===== src/rtl/bbt_pkg.sv =====
`timescale 1ns / 1ps
// ----------------------------------------------------------------------------
// bbt_pkg
// Shared types and constants for the Bollinger band tracker.
// ----------------------------------------------------------------------------
package bbt_pkg;

   localparam int WL_BITS    = 7;
   localparam int COEFF_BITS = 12;
   localparam int FRAC_BITS  = 8;
   localparam int CSR_BITS   = 12;

   localparam logic [1:0] SIG_NONE = 2'd0;
   localparam logic [1:0] SIG_SELL = 2'd1;
   localparam logic [1:0] SIG_BUY  = 2'd2;

   localparam logic CSR_WINDOW_LENGTH = 1'b0;
   localparam logic CSR_BAND_COEFF    = 1'b1;

   // status of a bit-serial arithmetic unit
   typedef struct packed {
      logic busy;
      logic done;
   } unit_status_type;

endpackage


===== src/rtl/bbt_div.sv =====
`timescale 1ns / 1ps
// ----------------------------------------------------------------------------
// bbt_div
// Bit-serial restoring divider, one quotient bit per cycle.
// ----------------------------------------------------------------------------
module bbt_div #(
   parameter int NUM_BITS = 61,
   parameter int DEN_BITS = 14
) (
   input  logic                     clock,
   input  logic                     reset,
   input  logic                     start,
   input  logic [NUM_BITS-1:0]      numer,
   input  logic [DEN_BITS-1:0]      denom,
   output bbt_pkg::unit_status_type status,
   output logic [NUM_BITS-1:0]      quot,
   output logic [DEN_BITS-1:0]      rem
);
   localparam int CW = $clog2(NUM_BITS + 1);

   logic [NUM_BITS-1:0] q_ff;
   logic [DEN_BITS-1:0] r_ff;
   logic [DEN_BITS-1:0] den_ff;
   logic [CW-1:0]       cnt_ff;
   logic                busy_ff;
   logic                done_ff;
   logic [DEN_BITS:0]   r_try;
   logic                take;

   assign r_try = {r_ff, q_ff[NUM_BITS-1]};
   assign take  = r_try >= {1'b0, den_ff};

   always_ff @(posedge clock) begin
      if (reset) begin
         busy_ff <= 1'b0;
         done_ff <= 1'b0;
         cnt_ff  <= '0;
      end else begin
         done_ff <= 1'b0;
         if (start) begin
            busy_ff <= 1'b1;
            cnt_ff  <= CW'(NUM_BITS);
            q_ff    <= numer;
            r_ff    <= '0;
            den_ff  <= denom;
         end else if (busy_ff) begin
            // shift one numerator bit into the partial remainder
            q_ff <= {q_ff[NUM_BITS-2:0], take};
            r_ff <= take ? DEN_BITS'(r_try - {1'b0, den_ff}) : r_try[DEN_BITS-1:0];
            cnt_ff <= cnt_ff - 1'b1;
            if (cnt_ff == CW'(1)) begin
               busy_ff <= 1'b0;
               done_ff <= 1'b1;
            end
         end
      end
   end

   assign status.busy = busy_ff;
   assign status.done = done_ff;
   assign quot = q_ff;
   assign rem  = r_ff;

`ifndef NO_ASSERTIONS
   a_no_restart: assert property (@(posedge clock) disable iff (reset)
      start |-> !busy_ff) else $error("divider restarted while busy");
   a_done_ends_busy: assert property (@(posedge clock) disable iff (reset)
      done_ff |-> !busy_ff) else $error("divider done while busy");
   a_done_follows: assert property (@(posedge clock) disable iff (reset)
      done_ff |-> $past(busy_ff)) else $error("divider done without work");
`endif

endmodule


===== config.mk =====
export PLATFORM = sky130hd
export DESIGN_NAME = bbt_div
export DESIGN_NICKNAME = d
export VERILOG_FILES = /design/src/rtl/bbt_pkg.sv /design/src/rtl/bbt_div.sv
export SDC_FILE = /design/constraint.sdc
export NUM_CORES = 1
export LEC_CHECK = 0
export BUFFER_PORTS_ARGS = -buffer_cell sky130_fd_sc_hd__buf_2
export CAP_MARGIN = 20
export CORE_ASPECT_RATIO = 1.1
export CORE_MARGIN = 2
export CORE_UTILIZATION = 44
export DETAILED_ROUTE_END_ITERATION = 8
export PLACE_DENSITY = 0.71
export REMOVE_ABC_BUFFERS = 1
export SKIP_CTS_REPAIR_TIMING = 1
export SLEW_MARGIN = 30
export SYNTH_ARGS = -nofsm -noshare
export SYNTH_HDL_FRONTEND = slang
export SYNTH_SLANG_ARGS = --single-unit
export TNS_END_PERCENT = 5

===== constraint.sdc =====
create_clock -name clock -period 7.2 [get_ports clock]
set_clock_uncertainty 0.2 [all_clocks]
set_input_delay 1.44 -clock clock [delete_from_list [all_inputs] [get_ports clock]]
set_output_delay 1.44 -clock clock [all_outputs]
set_load 0.02 [all_outputs]

# After elaboration in Yosys (flattened, before gate mapping)

Index checks and enable logic that the tools add are counted.

Latch bits: 0
Memory bits (read-only): 0
Bits in writable memories: 0
Bits of input ports: 78
Output and inout bits: 77
Bits in registers: 97
Memories: 0

Div/mod/pow operators: 0
Reduce and logical (&&, ||, !) cells: 5
$add $sub $neg: 2
Bitwise gates (word level): 2
Shift operators: 0
Equal/unequal tests: 1
$lt $le $gt $ge: 1
Multiplexer cells: 10
Multipliers: 0

Operators by type and width:

| cell                                             | number |
|---|---|
| two-way mux 61 bit                               | 2 |
| two-way mux 14 bit                               | 2 |
| greater-or-equal comparator 15 x 14 -> 1 bit     | 1 |
| subtractor 14 bit                                | 1 |
| two-way mux 6 bit                                | 2 |
| == test 6 x 1 -> 1 bit, second input constant    | 1 |
| subtractor 6 x 1 -> 6 bit, second input constant | 1 |
| two-way mux 1 bit                                | 4 |
| AND reduction 2 bit                              | 2 |
| OR reduction 3 bit                               | 1 |
| inverter 1 bit                                   | 2 |
| nonzero test 2 bit                               | 1 |
| OR reduction 2 bit                               | 1 |

# Depth between registers and ports, before layout

Word-level depth: 4
Depth in mapped cells: 11
Depth with buffers taken out: 10

# Worst setup path before layout

No wires, ideal clock.

Path type: input port to flip-flop
Start: in start
End: reg q_ff[0], in the netlist quot[0], enable pin
Required time: 6.491 ns
Setup time: 0.509 ns
Path slack: 1.019 ns
Stages on the path: 5
Data arrival time: 5.472 ns
Cell sequence: clkbuf_1 clkbuf_1 buf_1 nor2_1 nor2_1

Cells in the longest elaborated chain, start to end: 2

Ends and longest elaborated chain:

| what                                 | RTL line      | RTL |
|---|---|---|
| start: declaration                   | bbt_div.sv:12 | `input logic start,` |
| nonzero test 2 bit (no source line)  | --            |  |
| AND reduction 2 bit (no source line) | --            |  |
| end signal: assignment               | bbt_div.sv:43 | `q_ff <= numer;` |
| end signal: assignment               | bbt_div.sv:48 | `q_ff <= {q_ff[NUM_BITS-2:0], take};` |
| end: declaration                     | bbt_div.sv:21 | `logic [NUM_BITS-1:0] q_ff;` |

Every way passes these cells.
A chain may end at the register's enable or synchronous reset.

# Worst setup path in the final report

Start: in start
End: reg q_ff[57], in the netlist quot[57], enable pin

Same word-level chain as after synthesis.

==> metrics.txt <==
status finished, final reports clean; final hold viol count 0; full die area 0.01184 mm2; RSZ-0062 raised after global routing no; clk_lat worst skew 0.34 ns; peak supply drop 0.0001298 V; clock buffer count from CTS 9; Max Root-Sink Buffers 2; first-pass GRT wire length 17.26 mm; ANT nets after route 0; Final period util 0.4885; First DRT Iteration DRCs 141; final setup violation count 0; number of global-route vias before repair 3,534; # diodes 0; leak pwr 2.554 nW; post-route cell area 0.006082 mm2; largest net degree at the start of global routing 41; initial antenna violation count 1; DRC errors left 0; ratio of cells with drive above 1 in the final layout 0.4682; sequential area share after synthesis 0.5861; Worst EP arrival 3.30 ns; worst setup margin 3.683 ns; clock slew seen by the registers of the worst setup and hold paths 0.07 ns; final wirelength 10.86 mm; CTS root buf clkbuf_16; PortBufs 154; CP Class in2reg; fin cells 666; Starting Density 0.4471; Final Slew Violations 0; Avg Inst Size Synth 13.39 um2; startpoint types input port; commonest non-fill, non-tap cell in the layout buf_2; mapped cell area 0.004833 mm2; fmax 284.3 MHz; launch point of the critical path start; worst path required time 6.98 ns; DR pass1 iterations 5; Synth warnings 0; worst hold start cnt_ff[1]; detailed-route via count 3,462; Core ar. 0.01081 mm2; setup TNS 0 ns; CTS tree built; CTS sink count 97; Vias/cell 5.198; Global Route Usage Sum 0.1881; die height 113.9 um; placed cells 650; width of the die 103.9 um; crit end category flip-flop; max_slew headroom 0.3924; Post-Syn Instances 361; Routed WL per cell 16.31 um; FF+latch count, synth 97; Worst R2R Start rem[11]; Least-Margin Pin Slew 0.9080 ns; Final Core Density 0.5626; Final nets 610; Pwr Total 1.495 mW; I/O pin cnt 155; post-DP HPWL 7.917 mm; most frequent cells in the layout buf_2 (154), edfxtp_1 (89), mux2_2 (62); synthesis-to-finish area growth 25.83%; WHS 0.3252 ns; Pwr Density 245.8 mW/mm2; Hold Path Class reg2reg; top fanout value on the critical path 40; min cycle time layout 3.517 ns; R2R setup slack 4.09 ns; FP Rows 40; placed inst area 0.005772 mm2; CTS H-tree depth 3; Place WS 3.301 ns; gp weighted congestion 0.7984; Netlist cell types 51; Max-Cap Viols 0; global-route congestion overflow total 0
-- sequential cells by signal, summed over array words and instances (netlist names) --
signal	flops
cnt_ff	6
quot	61
rem	14
busy_ff	1
den_ff	14
done_ff	1
-- worst max-delay path, stage by stage --
cell	delay [ns]
buf_2	0.08
buf_4	0.40
nor2_1	0.16
nor2_4	0.48
buf_16	0.24
buf_4	0.45
-- routing by layer --
metal	share of wire	GRT usage	vias up
met1	0.42	0.2309	1656
met3	0.089	0.07657	12
met5	0.0012	0	-
met4	0.014	0.06486	2
li1	-	-	1651
met2	0.48	0.3031	141
-- synth_stat cells (all sizes together) --
| cell type | n | share of area |
|---|---|---|
| buf | 8 | 0.0098 |
| or4 | 1 | 0.0016 |
| o211ai | 1 | 0.0016 |
| a31oi | 4 | 0.0083 |
| or3b | 2 | 0.0036 |
| nand4 | 1 | 0.0013 |
| and3 | 5 | 0.0067 |
| o21ai | 6 | 0.0062 |
| nand2b | 2 | 0.0026 |
| or3 | 1 | 0.0013 |
| and4b | 1 | 0.0021 |
| nor2 | 14 | 0.011 |
| dfxtp | 8 | 0.033 |
| o211a | 1 | 0.0021 |
| a211oi | 4 | 0.0062 |
| o21bai | 1 | 0.0016 |
| nand2 | 21 | 0.016 |
| xor2 | 3 | 0.0054 |
| inv | 22 | 0.017 |
| edfxtp | 89 | 0.55 |
| nor4b | 3 | 0.0054 |
| nand3 | 10 | 0.010 |
| a2111oi | 3 | 0.0054 |
| a31o | 3 | 0.0054 |
| nor2b | 2 | 0.0026 |
| mux2 | 62 | 0.14 |
| mux2i | 5 | 0.010 |
| xnor2 | 5 | 0.0091 |
| fa | 1 | 0.0041 |
| o21a | 2 | 0.0031 |
| nor3b | 4 | 0.0062 |
| o31ai | 1 | 0.0016 |
| a22oi | 2 | 0.0031 |
| and2b | 2 | 0.0031 |
| a21boi | 1 | 0.0016 |
| a21o | 4 | 0.0062 |
| nor4bb | 1 | 0.0021 |
| and2 | 2 | 0.0031 |
| ha | 17 | 0.044 |
| a21oi | 21 | 0.024 |
| clkbuf | 9 | 0.0070 |
| a211o | 1 | 0.0018 |
| nor3 | 5 | 0.0052 |
-- where the power goes --
part	leakage (nW)	internal [mW]	total, mW	switching, mW
combinational	1.49	0.126	0.295	0.169
clock	0.152	0.303	0.505	0.202
sequential	0.915	0.669	0.695	0.0256
total	2.55	1.10	1.49	0.396
-- area by class of cell --
type	count	area, um2
inverters	22	82.58
clock inverters	6	81.33
fillers	956	4728
clock buffers	10	229.0
repair buffers	159	828.3
flip-flops and latches	97	2833
well taps	147	183.9
multi-input cells	225	1844
-- cell families after synthesis --
family / synth area share
DFF: 0.5861
muxes: 0.1548
AOI/OAI and AO/OA: 0.07818
and+or+nand+nor: 0.08439
buffers and inverters: 0.03391
xor gates and xnor gates: 0.01450
adders and majority gates: 0.04815
-- final timing paths --
path,cells past startpoint,to
worst max-delay path,6,quot[57]
worst min-delay path,2,cnt_ff[1]
worst min register to register,2,cnt_ff[1]
worst max register to register,7,rem[12]
No activity file was read; power rests on OpenSTA's default activity.
