$ cat config.mk
export PLATFORM = sky130hd
export DESIGN_NAME = bbt_sqrt
export DESIGN_NICKNAME = d
export VERILOG_FILES = /design/src/rtl/bbt_pkg.sv /design/src/rtl/bbt_sqrt.sv
export SDC_FILE = /design/constraint.sdc
export NUM_CORES = 1
export LEC_CHECK = 0
export BUFFER_PORTS_ARGS = -buffer_cell sky130_fd_sc_hd__buf_2
export CORE_MARGIN = 3
export CORE_UTILIZATION = 45
export CTS_CLUSTER_DIAMETER = 80
export DETAILED_ROUTE_END_ITERATION = 10
export GPL_TIMING_DRIVEN = 0
export PLACE_DENSITY = 0.75
export SLEW_MARGIN = 20
export SYNTH_ARGS = -nofsm -noshare
export SYNTH_HDL_FRONTEND = slang
export SYNTH_SLANG_ARGS = --single-unit
$ cat constraint.sdc
create_clock -name clock -period 12.65 [get_ports clock]
set_input_delay 2.53 -clock clock [delete_from_list [all_inputs] [get_ports clock]]
set_output_delay 2.53 -clock clock [all_outputs]
set_load 0.005 [all_outputs]
$ cat src/rtl/bbt_pkg.sv
`timescale 1ns / 1ps
// ----------------------------------------------------------------------------
// bbt_pkg
// Shared types and constants for the Bollinger band tracker.
// ----------------------------------------------------------------------------
package bbt_pkg;

   localparam int WL_BITS    = 7;
   localparam int COEFF_BITS = 12;
   localparam int FRAC_BITS  = 8;
   localparam int CSR_BITS   = 12;

   localparam logic [1:0] SIG_NONE = 2'd0;
   localparam logic [1:0] SIG_SELL = 2'd1;
   localparam logic [1:0] SIG_BUY  = 2'd2;

   localparam logic CSR_WINDOW_LENGTH = 1'b0;
   localparam logic CSR_BAND_COEFF    = 1'b1;

   // status of a bit-serial arithmetic unit
   typedef struct packed {
      logic busy;
      logic done;
   } unit_status_type;

endpackage

$ cat src/rtl/bbt_sqrt.sv
`timescale 1ns / 1ps
// ----------------------------------------------------------------------------
// bbt_sqrt
// Digit-by-digit integer square root, two radicand bits per cycle.
// ----------------------------------------------------------------------------
module bbt_sqrt #(
   parameter int VAL_BITS = 48
) (
   input  logic                     clock,
   input  logic                     reset,
   input  logic                     start,
   input  logic [VAL_BITS-1:0]      value,
   output bbt_pkg::unit_status_type status,
   output logic [VAL_BITS/2-1:0]    root
);
   localparam int HW = VAL_BITS / 2;
   localparam int RW = HW + 2;
   localparam int CW = $clog2(HW + 1);

   logic [VAL_BITS-1:0] v_ff;
   logic [RW-1:0]       rem_ff;
   logic [HW-1:0]       root_ff;
   logic [CW-1:0]       cnt_ff;
   logic                busy_ff;
   logic                done_ff;
   logic [RW-1:0]       rem_try;
   logic [RW-1:0]       trial;
   logic                take;

   assign rem_try = {rem_ff[RW-3:0], v_ff[VAL_BITS-1:VAL_BITS-2]};
   assign trial   = {root_ff, 2'b01};
   assign take    = rem_try >= trial;

   always_ff @(posedge clock) begin
      if (reset) begin
         busy_ff <= 1'b0;
         done_ff <= 1'b0;
         cnt_ff  <= '0;
      end else begin
         done_ff <= 1'b0;
         if (start) begin
            busy_ff <= 1'b1;
            cnt_ff  <= CW'(HW);
            v_ff    <= value;
            rem_ff  <= '0;
            root_ff <= '0;
         end else if (busy_ff) begin
            v_ff    <= {v_ff[VAL_BITS-3:0], 2'b00};
            rem_ff  <= take ? rem_try - trial : rem_try;
            root_ff <= {root_ff[HW-2:0], take};
            cnt_ff  <= cnt_ff - 1'b1;
            if (cnt_ff == CW'(1)) begin
               busy_ff <= 1'b0;
               done_ff <= 1'b1;
            end
         end
      end
   end

   assign status.busy = busy_ff;
   assign status.done = done_ff;
   assign root = root_ff;

`ifndef NO_ASSERTIONS
   a_no_restart: assert property (@(posedge clock) disable iff (reset)
      start |-> !busy_ff) else $error("sqrt restarted while busy");
   a_done_ends_busy: assert property (@(posedge clock) disable iff (reset)
      done_ff |-> !busy_ff) else $error("sqrt done while busy");
   a_done_follows: assert property (@(posedge clock) disable iff (reset)
      done_ff |-> $past(busy_ff)) else $error("sqrt done without work");
`endif

endmodule
After elaboration in Yosys (flattened, before gate mapping)

Index checks and enable logic that the tools add are counted.

Register bits: 103
Input bits: 51
Output and inout port bits: 26
Logic and storage cells: 28

Add/sub/neg operators: 2
Order comparisons: 1
Equality and inequality tests: 1
Muxes and demuxes: 11
Bitwise logic cells: 2
Reductions and logical operators: 4

Operators by type and width:

| cell                                                | count |
|---|---|
| two-way mux 48 bit                                  | 2 |
| two-way mux 24 bit                                  | 3 |
| greater-or-equal comparator 26 bit                  | 1 |
| subtractor 24 bit                                   | 1 |
| two-way mux 5 bit                                   | 2 |
| equality test 5 x 1 -> 1 bit, second input constant | 1 |
| subtractor 5 x 1 -> 5 bit, second input constant    | 1 |
| two-way mux 1 bit                                   | 4 |
| OR reduction 3 bit                                  | 1 |
| NOT 1 bit                                           | 2 |
| AND reduction 2 bit                                 | 1 |
| nonzero test 2 bit                                  | 1 |
| OR reduction 2 bit                                  | 1 |

Longest topological paths before layout

Gate-level depths: netlist of the first run.

Depth after elaboration: 4
Gate-level depth with buffers: 12
Mapped depth without buffers: 9

Worst setup path after synthesis of the first run

Ideal clock, no wire load.

Path type: in2reg
From: input port start
To: register rem_ff[0] (enable)
Library setup time: 551 ps
Data arrival time: 7370 ps
Required time: 12099 ps
Setup slack: 4729 ps
Stages on the path: 5
Buffers on the path: 3
Cells stage by stage: clkbuf_1 > buf_1 > clkbuf_1 > nor2_1 > nor2_1

Longest elaborated chain between the ends: 2

RTL lines:

| element                              | line           | RTL |
|---|---|---|
| start, declared                      | bbt_sqrt.sv:11 | `input logic start,` |
| nonzero test 2 bit (no source line)  | -              |  |
| AND reduction 2 bit (no source line) | -              |  |
| end signal, assigned                 | bbt_sqrt.sv:49 | `rem_ff <= take ? rem_try - trial : rem_try;` |
| end, declared                        | bbt_sqrt.sv:21 | `logic [RW-1:0] rem_ff;` |

No other way between the ends.
A chain may end at the register's enable or synchronous reset.

Worst setup path after layout of the first run

From: input port start
To: register v_ff[15] (enable)

Longest elaborated chain between the ends: 2

RTL lines:

| element                              | line           | RTL |
|---|---|---|
| nonzero test 2 bit (no source line)  | -              |  |
| AND reduction 2 bit (no source line) | -              |  |
| end signal, assigned                 | bbt_sqrt.sv:44 | `v_ff <= value;` |
| end signal, assigned                 | bbt_sqrt.sv:48 | `v_ff <= {v_ff[VAL_BITS-3:0], 2'b00};` |
| end, declared                        | bbt_sqrt.sv:20 | `logic [VAL_BITS-1:0] v_ff;` |

No other way between the ends.

==> results of run 1 <==
## final cells by class
type | instances | area, sq um | area share (%)
multi-input cells | 330 | 2380 | 35.9
clock buffers | 9 | 225 | 3.40
plain buffers | 26 | 139 | 2.10
clock inverters | 7 | 70.1 | 1.06
repair buffers | 78 | 453 | 6.85
flip-flops and latches | 103 | 3020 | 45.7
well taps | 168 | 210 | 3.18
inverters | 32 | 120 | 1.82
## routing by layer
metal | vias up | share of wire, % | track usage (%)
li1 | 1963 | - | -
met1 | 1888 | 43 | 21.6
met2 | 129 | 48 | 29.6
met3 | 14 | 7.9 | 7.06
met4 | 0 | 1.3 | 5.57
met5 | - | 0 | 0
## state kept, by name, summed over array words and instances, names as in the netlist
register and cells:
busy_ff 1, cnt_ff 5, done_ff 1, rem_ff 24, root 24, v_ff 48
## cell families after synthesis
| kind of cell | synth area share [%] |
|---|---|
| AOI/OAI and AO/OA | 10.5 |
| and+or+nand+nor | 11.4 |
| muxes | 10.8 |
| buffers and inverters | 4.58 |
| xor gates and xnor gates | 3.10 |
| adders and majority gates | 6.20 |
| DFF | 53.5 |
## worst reg2reg max path, stage by stage, from the launching register on
cell and delay [ns]:
edfxtp_1 0.41, ha_1 0.40, a21oi_1 0.20, a21oi_1 0.09, nor4b_1 0.50, a21oi_1 0.21
a2111oi_0 0.49, or4_1 0.19, a21oi_1 0.07
## placed cells by master (no fill, tap or decap), types with 3 or more instances in the layout
cell type  Yosys  layout
nor2_1        58      57
a21o_1         5       5
dfxtp_1        7       7
edfxtp_1      96      96
ha_1          28      28
nor2b_1        5       5
nor3_1        10      10
buf_2          5      79
a211oi_1       5       5
buf_4          3       3
clkbuf_1       8       8
nand3_1        5       5
nor4_1         3       3
o21a_1         4       4
clkbuf_16      0       9
a21oi_1       35      35
buf_6          3       3
mux2_2        46      46
nand2_1       28      28
xor2_1        10      10
mux2i_1        9       9
buf_1          6       6
clkinv_1       0       3
and2_1         3       3
a31oi_1        3       3
o21ai_0       18      18
inv_1         32      32
nand4_1        6       6
xnor2_1       10      10
## how the worst min path moves through the flow
stage / end / slack, ns / depth (start not counted)
2_1_floorplan: done_ff$_SDFF_PP0_ / 0.46 / 1
3_3_place_gp: cnt_ff[1]$_SDFFE_PP0P_ / 0.49 / 2
3_5_place_dp: cnt_ff[1]$_SDFFE_PP0P_ / 0.49 / 2
4_1_cts: cnt_ff[1]$_SDFFE_PP0P_ / 0.51 / 2
6_report: cnt_ff[1]$_SDFFE_PP0P_ / 0.51 / 2
5_1_grt: done_ff$_SDFF_PP0_ / 0.55 / 1
## metrics by stage
step                utilization (%)  hold WS (ns)  setup WS [ns]  cell area [sq um]
floorplan                         -         0.462           4.73               5650
global placement               51.2         0.486           2.82               6230
detailed placement             52.0         0.489           7.81               6320
CTS                            54.4         0.506           8.17               6620
global route                   54.4         0.553           8.01               6620
finish                         54.4         0.509           8.23               6620
## power by group
part | internal, uW | total [uW] | switching, uW | leakage (uW)
combinational | 87.5 | 201 | 114 | 0.00149
clock | 154 | 282 | 128 | 0.000145
sequential | 405 | 416 | 11.3 | 0.000986
total | 647 | 900 | 253 | 0.00262
==> impl_metrics.yaml, run 1 <==
clocking:
  holdBufCountCts: 0
  clock-root-buffer: "clkbuf_16"
  postCtsSetupRepairBufs: 0
  cts_buffer_depth: 2
  cts.clk_slew.worst_paths_ns: 0.07
  cts.sink_count: 103
  numCtsBuffers: 9
  clk_latency_ns: 0.35
  cts_tree: "yes"
  post_cts_resized: 0
  htreeDepth: 3
setup_path:
  crit_path_top_delay_cell: "buf_1"
  path_buf_inv: 5
  endpoint: "v_ff[15]$_DFFE_PP_"
  rr_startpoint: "rem_ff[6]$_SDFFCE_PP0P_"
  rrSetupSlack_ns: 9.82
  r2r_end: "rem_ff[16]$_SDFFCE_PP0P_"
  cpPeakStageDelay_ns: 0.43
  cp_max_fo: 28
  crit_family: "buffers and inverters"
  cp_data_required_time_ns: 12.71
  r2r_cells: 8
  cp_data_arrival_time_ns: 4.48
  end_kind: "flop"
  path_cells: "clkbuf_1, buf_1, clkbuf_1, nor2_1, nor2_4, buf_12, buf_12"
  cp-start-kind: "input pin"
  startpoint: "start"
  criticalPathCategory: "input pin to flop"
  path_depth: 7
synthesis:
  synthCells: 491
  netlist_area_sq_mm: 0.00565
  synth_edf_count: 96
  syn-num-nets: 570
  synth.distinct_cells: 56
  synth_most_common_cell: "edfxtp_1"
  synth_flop_cell: "edfxtp_1"
  ys_top_cells_by_area: "edfxtp_1 51%, mux2_2 9.2%, ha_1 6.2%, nor2_1 3.9%, a21oi_1 3.1%"
  synth_warnings: 0
  synth_top_cell_by_area: "edfxtp_1"
  synth_area_per_cell_sq_um: 11.5
  ys_seq_area_share_pct: 53.5
  synth_seq_cells: 103
  async_reset_ff_share_pct: 0
  synth_common_cells: "96 x edfxtp_1, 58 x nor2_1, 46 x mux2_2"
  yosysTopAreaCellShare_pct: 51.0
place:
  dpl.hpwl_um: 8870
  routabilityCongestion: 0.885
  dp_cells: 737
  portBuffers: 74
drt:
  dr.first_iter.drc_count: 202
  dr.pass1.iters: 5
  post-route-drc-count: 0
  routed_wl_um: 12000
  dr_total_vias: 3994
  wl_per_cell_um: 15.9
  antenna_left: 0
  via_per_inst: 5.30
grt:
  antenna_found_initial: 0
  grt_overflow: 0
  grt_usage_pct: 17.9
  grt_pass1_vias: 4155
  grt_max_degree: 29
  grt_pass1_wl_um: 20200
run:
  cap_viol_max_count: 0
die:
  io_pins: 77
  die_h_um: 118
  num_rows: 40
  start_util_pct: 46.5
  die_area_sq_mm: 0.0139
  dieWidth_um: 118
  core_region_area_sq_mm: 0.0122
timing:
  hold_viol_final: 0
  fin_skew_ns: 0.00555
  final_max_slew_viol_count: 0
  fmax_ghz: 0.226
  rsz0062_at_grt: "no"
  finalWorstPathRequiredPeriod_ns: 4.42
  fin_crit_sh_pct: 35.0
  slew_headroom_pct: 54.6
  fin_setup_tns_ns: 0
  final-setup-viol-count: 0
  tightest_slew_ns: 0.681
final_layout:
  layout-drive-gt1-share_pct: 27.4
  fill_cells: 1079
  area_growth_pct: 17.1
  final_cells: 753
  nets: 659
  diodes: 0
power_and_ir_drop:
  power_leakage_uw: 0.00262
  power_uw: 900
  irDropWorstVdd_mv: 0.135
  p_per_area_mw_per_mm2: 136
hold_path:
  min_path_type: "flop to flop"
  worst_hold_startpoint: "cnt_ff[1]$_SDFFE_PP0P_"
status:
  status: "completed"
(Power assumes the default switching activity.)
==> run 2: changes to the inputs <==
--- a/config.mk
+++ b/config.mk
@@ -5,13 +5,14 @@
 export SDC_FILE = /design/constraint.sdc
 export NUM_CORES = 1
 export LEC_CHECK = 0
+export ABC_AREA = 1
 export BUFFER_PORTS_ARGS = -buffer_cell sky130_fd_sc_hd__buf_2
 export CORE_MARGIN = 3
 export CORE_UTILIZATION = 45
 export CTS_CLUSTER_DIAMETER = 80
 export DETAILED_ROUTE_END_ITERATION = 10
 export GPL_TIMING_DRIVEN = 0
-export PLACE_DENSITY = 0.75
+export PLACE_DENSITY = 0.74
 export SLEW_MARGIN = 20
 export SYNTH_ARGS = -nofsm -noshare
 export SYNTH_HDL_FRONTEND = slang
==> constraint.sdc (replaced) <==
create_clock -name clock -period 4.5 [get_ports clock]
set_input_delay 0.9 -clock clock [delete_from_list [all_inputs] [get_ports clock]]
set_output_delay 0.9 -clock clock [all_outputs]
set_load 0.005 [all_outputs]
==> run 2 against run 1 <==
Worst setup slack got worse by 6.1 ns. Non-clock buffer count is 1 lower. Design area up 9.7%. Clock power grew to 2.9 times the previous value. Critical path type is now flop to flop.
==> impl_metrics.yaml, run 2 <==
die:
  start_util_pct: 46.5
  num_rows: 42
  die_h_um: 123
  dieWidth_um: 123
  core_region_area_sq_mm: 0.0133
  die_area_sq_mm: 0.0152
  io_pins: 77
final_layout:
  largest-register: "v_ff"
  final_common_cell: "nand2_1"
  final_cells: 1074
  post-route-cell-area_sq_mm: 0.00726
  multiInputGateArea_sq_mm: 0.00263
  utilization_pct: 54.4
  diodes: 0
  layout_common_cells: "329 x nand2_1, 111 x inv_1, 97 x nor2_1, 96 x edfxtp_1, 77 x buf_2"
  area_growth_pct: 16.9
  regArea_sq_mm: 0.00302
  largest_reg_flops: 48
  fill_cells: 1308
  nets: 972
  layout-drive-gt1-share_pct: 13.6
grt:
  grt_usage_pct: 19.6
  grt_max_degree: 24
  grt_overflow: 0
  grt_pass1_wl_um: 23100
  antenna_found_initial: 0
  grt_pass1_vias: 4977
hold_path:
  min_path_type: "flop to flop"
synthesis:
  netlist_area_sq_mm: 0.00621
  synth_seq_cells: 103
  synth_warnings: 0
  ys_top_cells_by_area: "edfxtp_1 46%, nand2_1 20%, inv_1 6.7%, nor2_1 5.9%, ha_1 5.6%"
  synth_area_per_cell_sq_um: 7.75
  syn-num-nets: 880
  synth_common_cells: "329 x nand2_1, 111 x inv_1, 97 x nor2_1"
  synth_most_common_cell: "nand2_1"
  synth_flop_cell: "edfxtp_1"
  synth_top_cell_by_area: "edfxtp_1"
  async_reset_ff_share_pct: 0
  synth.distinct_cells: 35
  ys_seq_area_share_pct: 48.7
  yosysTopAreaCellShare_pct: 46.4
  synth_edf_count: 96
  synthCells: 801
clocking:
  clock-root-buffer: "clkbuf_16"
  htreeDepth: 3
  holdBufCountCts: 0
  cts_tree: "yes"
  postCtsSetupRepairBufs: 0
  clk_latency_ns: 0.36
  cts.sink_count: 103
  cts_buffer_depth: 2
  cts.clk_slew.worst_paths_ns: 0.08
  numCtsBuffers: 9
  post_cts_resized: 0
timing:
  final_max_slew_viol_count: 0
  tightest_slew_ns: 0.607
  worst_slack_ns: 2.17
  fin_crit_sh_pct: 51.7
  fmax_ghz: 0.430
  fin_skew_ns: 0.0132
  final-setup-viol-count: 0
  finalWorstPathRequiredPeriod_ns: 2.33
  hold_viol_final: 0
  rsz0062_at_grt: "no"
  slew_headroom_pct: 59.5
place:
  routabilityCongestion: 0.962
  dp_cells: 1058
  portBuffers: 76
  place_area_sq_mm: 0.00694
  dpl.hpwl_um: 10700
  pre_cts_ws_ns: 1.91
drt:
  antenna_left: 0
  routed_wl_um: 13800
  dr.pass1.iters: 6
  post-route-drc-count: 0
  via_per_inst: 4.77
  wl_per_cell_um: 12.9
  dr_total_vias: 5125
  dr.first_iter.drc_count: 366
setup_path:
  cpPeakStageDelay_ns: 0.39
  r2r_end: "rem_ff[22]$_SDFFCE_PP0P_"
  cp_data_required_time_ns: 4.62
  cp_max_fo: 10
  rrSetupSlack_ns: 2.17
  crit_family: "simple AND/OR/NAND/NOR gates"
  end_kind: "flop"
  criticalPathCategory: "flop to flop"
  cp_data_arrival_time_ns: 2.44
  cp-start-kind: "flop"
  path_cells: "ha_1, nand2_1, inv_2, nand2_1, nor2_1, nand3b_4, nand3_4, buf_6, nand2_1, nor2_1, nor2_1"
  rr_startpoint: "rem_ff[4]$_SDFFCE_PP0P_"
  path_buf_inv: 2
  crit_path_top_delay_cell: "edfxtp_1"
  startpoint: "rem_ff[4]$_SDFFCE_PP0P_"
  path_depth: 11
  endpoint: "rem_ff[22]$_SDFFCE_PP0P_"
  r2r_cells: 11
power_and_ir_drop:
  switching_share_pct: 30.1
  irDropWorstVdd_mv: 0.232
  p_sw_uw: 786
  pwr-share-comb_pct: 23.8
  clkPwrFrac_pct: 31.4
  p_int_uw: 1820
  power_leakage_uw: 0.00369
  seq_power_share_pct: 44.8
  p_per_area_mw_per_mm2: 359
status:
  status: "completed"
run:
  cap_viol_max_count: 0
## run 2: changes by cell type after synthesis, moves of 9 or more
cell	before	now
nand2_1	28	329
o21ai_0	18	4
mux2i_1	9	0
inv_1	32	111
a21oi_1	35	17
mux2_2	46	0
nor2_1	58	97
nand3_1	5	29
## run 2: metrics by stage
stage | power, uW | hold WS, ns | setup TNS, ns
5_1_grt | 2760 | 0.524 | 0
3_3_place_gp | 1790 | 0.461 | -99.10
3_5_place_dp | 1810 | 0.482 | 0
2_1_floorplan | 1630 | 0.442 | 0
6_report | 2610 | 0.488 | 0
4_1_cts | 2620 | 0.492 | 0
## run 2: cell type report
class,instances,area share [%]
Sequential cell,103,41.7
Inverter,118,6.10
Timing Repair Buffer,81,6.97
Multi-Input combinational cell,558,36.3
Buffer,22,1.67
Clock inverter,3,0.397
Clock buffer,13,3.90
Tap cell,176,3.04
## run 2: logic make-up after synthesis
kind of cell             count (synthesis)  share of synthesized area (%)
AND/OR/NAND/NOR                        481                           31.5
buffers and inverters                  140                           9.09
flip-flops                             103                           48.7
AO/OA/AOI/OAI                           39                           3.67
adder cells (fa/ha/maj)                 28                           5.64
XOR/XNOR                                10                           1.41
## run 2: worst min-delay path, stage by stage (launching register included)
cell     delay (ns)
dfxtp_1        0.32
o31ai_1        0.06
a31oi_1        0.07
## run 2: worst min path at each step
stage	depth (start not counted)	slack, ns	startpoint	end
final	2	0.49	cnt_ff[3]$_SDFFE_PP0N_	cnt_ff[3]$_SDFFE_PP0N_
after global routing	2	0.52	cnt_ff[3]$_SDFFE_PP0N_	cnt_ff[3]$_SDFFE_PP0N_
after CTS	2	0.49	cnt_ff[3]$_SDFFE_PP0N_	cnt_ff[3]$_SDFFE_PP0N_
after detailed placement	2	0.48	cnt_ff[0]$_SDFFE_PP0P_	cnt_ff[0]$_SDFFE_PP0P_
after global placement	2	0.46	cnt_ff[4]$_SDFFE_PP0N_	cnt_ff[4]$_SDFFE_PP0N_
after floorplan	2	0.44	cnt_ff[4]$_SDFFE_PP0N_	cnt_ff[4]$_SDFFE_PP0N_
## run 2: power groups by stage
stage / Sequential [uW] / Clock (uW) / Combinational [uW]
6_report: 1170 / 819 / 620
5_1_grt: 1180 / 870 / 719
4_1_cts: 1170 / 832 / 623
3_5_place_dp: 1190 / 0 / 620
3_3_place_gp: 1190 / 0 / 592
2_1_floorplan: 1190 / 0 / 446
## run 2: per-layer routing
layer | global-route usage [%] | share of wire (%) | vias to the layer above
met4 | 6.23 | 1.9 | 0
met2 | 32.4 | 46 | 134
met3 | 5.08 | 6.5 | 18
met5 | 0 | 0 | -
li1 | - | - | 2695
met1 | 25.1 | 46 | 2278
==> run 3: changes to the inputs <==
--- a/config.mk
+++ b/config.mk
@@ -5,14 +5,14 @@
 export SDC_FILE = /design/constraint.sdc
 export NUM_CORES = 1
 export LEC_CHECK = 0
-export ABC_AREA = 1
+export ABC_AREA = 0
 export BUFFER_PORTS_ARGS = -buffer_cell sky130_fd_sc_hd__buf_2
 export CORE_MARGIN = 3
 export CORE_UTILIZATION = 45
 export CTS_CLUSTER_DIAMETER = 80
 export DETAILED_ROUTE_END_ITERATION = 10
 export GPL_TIMING_DRIVEN = 0
-export PLACE_DENSITY = 0.74
+export PLACE_DENSITY = 0.75
 export SLEW_MARGIN = 20
 export SYNTH_ARGS = -nofsm -noshare
 export SYNTH_HDL_FRONTEND = slang
==> constraint.sdc (replaced) <==
create_clock -name clock -period 2.3 [get_ports clock]
set_input_delay 0.46 -clock clock [delete_from_list [all_inputs] [get_ports clock]]
set_output_delay 0.46 -clock clock [all_outputs]
set_load 0.005 [all_outputs]
==> run 3 against run 2 <==
The run now ends with negative setup slack left. Worst hold slack got worse by 0.097 ns. Non-clock buffer count grew 30. Global-route usage shrank 0.85 points. First-iteration DRC count decreased by 37%. Worst setup slack got worse by 2.4 ns. Critical path type unchanged. Critical endpoint unchanged. Largest cell class unchanged.
==> impl_metrics.yaml, run 3 (synthesis results as in run 1) <==
status:
  status: "complete, but fails checks"
  failed_checks: "negative setup slack"
die:
  io_pins: 77
  num_rows: 40
  die_area_sq_mm: 0.0139
  dieWidth_um: 118
  die_h_um: 118
  core_region_area_sq_mm: 0.0122
  start_util_pct: 46.5
clocking:
  numCtsBuffers: 9
  cts.clk_slew.worst_paths_ns: 0.07
  clk_latency_ns: 0.36
  htreeDepth: 3
  holdBufCountCts: 0
  cts.sink_count: 103
  cts_tree: "yes"
  clock-root-buffer: "clkbuf_16"
  cts_buffer_depth: 2
setup_path:
  r2r_cells: 9
  crit_family: "compound AO/OA/AOI/OAI gates"
  rr_startpoint: "rem_ff[0]$_SDFFCE_PP0P_"
  path_buf_inv: 1
  cpPeakStageDelay_ns: 0.45
  rrSetupSlack_ns: -0.27
  cp_data_required_time_ns: 2.37
  path_cells: "ha_4, nor2b_4, o31a_1, o311ai_2, buf_4, nand3_2, a31oi_2, xor2_1, a211oi_2"
  cp_data_arrival_time_ns: 2.64
  cp_max_fo: 5
  crit_path_top_delay_cell: "edfxtp_1"
  end_kind: "flop"
  criticalPathCategory: "flop to flop"
  startpoint: "rem_ff[0]$_SDFFCE_PP0P_"
  cp-start-kind: "flop"
  r2r_end: "rem_ff[22]$_SDFFCE_PP0P_"
power_and_ir_drop:
  p_per_area_mw_per_mm2: 718
  irDropWorstVdd_mv: 0.708
  power_leakage_uw: 0.00283
  power_uw: 5190
final_layout:
  layout-drive-gt1-share_pct: 39.6
  final_cells: 782
  diodes: 0
  post-route-cell-area_sq_mm: 0.00724
  utilization_pct: 59.5
  nets: 688
  layout_common_cells: "96 x edfxtp_1, 74 x buf_2, 47 x nor2_1, 46 x mux2_2, 34 x buf_4"
  regArea_sq_mm: 0.00302
  area_growth_pct: 28.1
  fill_cells: 999
  final_common_cell: "edfxtp_1"
  largest_reg_flops: 48
  multiInputGateArea_sq_mm: 0.00268
  largest-register: "v_ff"
drt:
  routed_wl_um: 12600
  antenna_left: 0
  post-route-drc-count: 0
  dr.pass1.iters: 4
  wl_per_cell_um: 16.2
  dr_total_vias: 4141
  via_per_inst: 5.30
  dr.first_iter.drc_count: 232
timing:
  tightest_slew_ns: 0.722
  fmax_ghz: 0.390
  finalWorstPathRequiredPeriod_ns: 2.57
  fin_skew_ns: 0.00982
  slew_headroom_pct: 51.8
  worst_slack_ns: -0.267
  final-setup-viol-count: 24
  hold_viol_final: 0
  final_max_slew_viol_count: 0
  fin_crit_sh_pct: 112
  rsz0062_at_grt: "yes"
  whs_ns: 0.392
run:
  cap_viol_max_count: 0
place:
  portBuffers: 74
  dpl.hpwl_um: 8850
  place_area_sq_mm: 0.00641
  routabilityCongestion: 0.916
  dp_cells: 737
grt:
  grt_max_degree: 26
  grt_overflow: 0
  antenna_found_initial: 0
  grt_pass1_vias: 4257
  grt_pass1_wl_um: 21000
  grt_usage_pct: 18.7
hold_path:
  worst_hold_startpoint: "value[1]"
  hold_end: "v_ff[1]$_SDFFCE_PN0P_"
  min_path_type: "input pin to flop"
  hold_depth: 2
-- run 3: stage by stage --
stage                     setup slack, ns  TNS [ns]
final                              -0.267     -4.33
after global routing               -0.345     -6.91
after CTS                          -0.253     -4.59
after detailed placement           -0.399     -6.72
after global placement              -1.09   -110.07
after floorplan                    -0.444    -43.37
-- run 3: how the worst max path moves through the flow --
stage                                    end  slack, ns  cells past startpoint
floorplan            rem_ff[0]$_SDFFCE_PP0P_      -0.44                      5
global placement       root[9]$_SDFFCE_PP0P_      -1.09                      5
detailed placement   rem_ff[2]$_SDFFCE_PP0P_      -0.40                     11
CTS                  rem_ff[2]$_SDFFCE_PP0P_      -0.25                     11
global route        rem_ff[22]$_SDFFCE_PP0P_      -0.34                      9
finish              rem_ff[22]$_SDFFCE_PP0P_      -0.27                      9
-- run 3: area by class of cell --
| cell class | instances | area share (%) |
|---|---|---|
| inverters | 32 | 1.66 |
| clock buffers | 9 | 3.11 |
| multi-input cells | 330 | 37.1 |
| repair buffers | 110 | 10.3 |
| flip-flops and latches | 103 | 41.8 |
| clock inverters | 7 | 0.623 |
| well taps | 168 | 2.91 |
| plain buffers | 23 | 2.52 |
-- run 3: what timing repair did --
action	in CTS	in global routing
setup endpoints to repair	25	25
buffers inserted	20	11
gates resized for setup	47	32
cloned	1	0
pin swaps	25	19
-- run 3: routing by layer --
| layer | vias to the layer above | share of wire, % | GRT usage (%) |
|---|---|---|---|
| li1 | 2026 | - | - |
| met1 | 1973 | 42 | 23.3 |
| met2 | 121 | 49 | 30.6 |
| met3 | 21 | 7.3 | 6.87 |
| met4 | 0 | 1.8 | 5.49 |
| met5 | - | 0 | 0 |
-- run 3: power breakdown --
part / switching [uW] / internal [uW] / leakage (uW)
logic: 750 / 713 / 0.00171
registers: 67.6 / 2230 / 0.000986
clock network: 699 / 737 / 0.000135
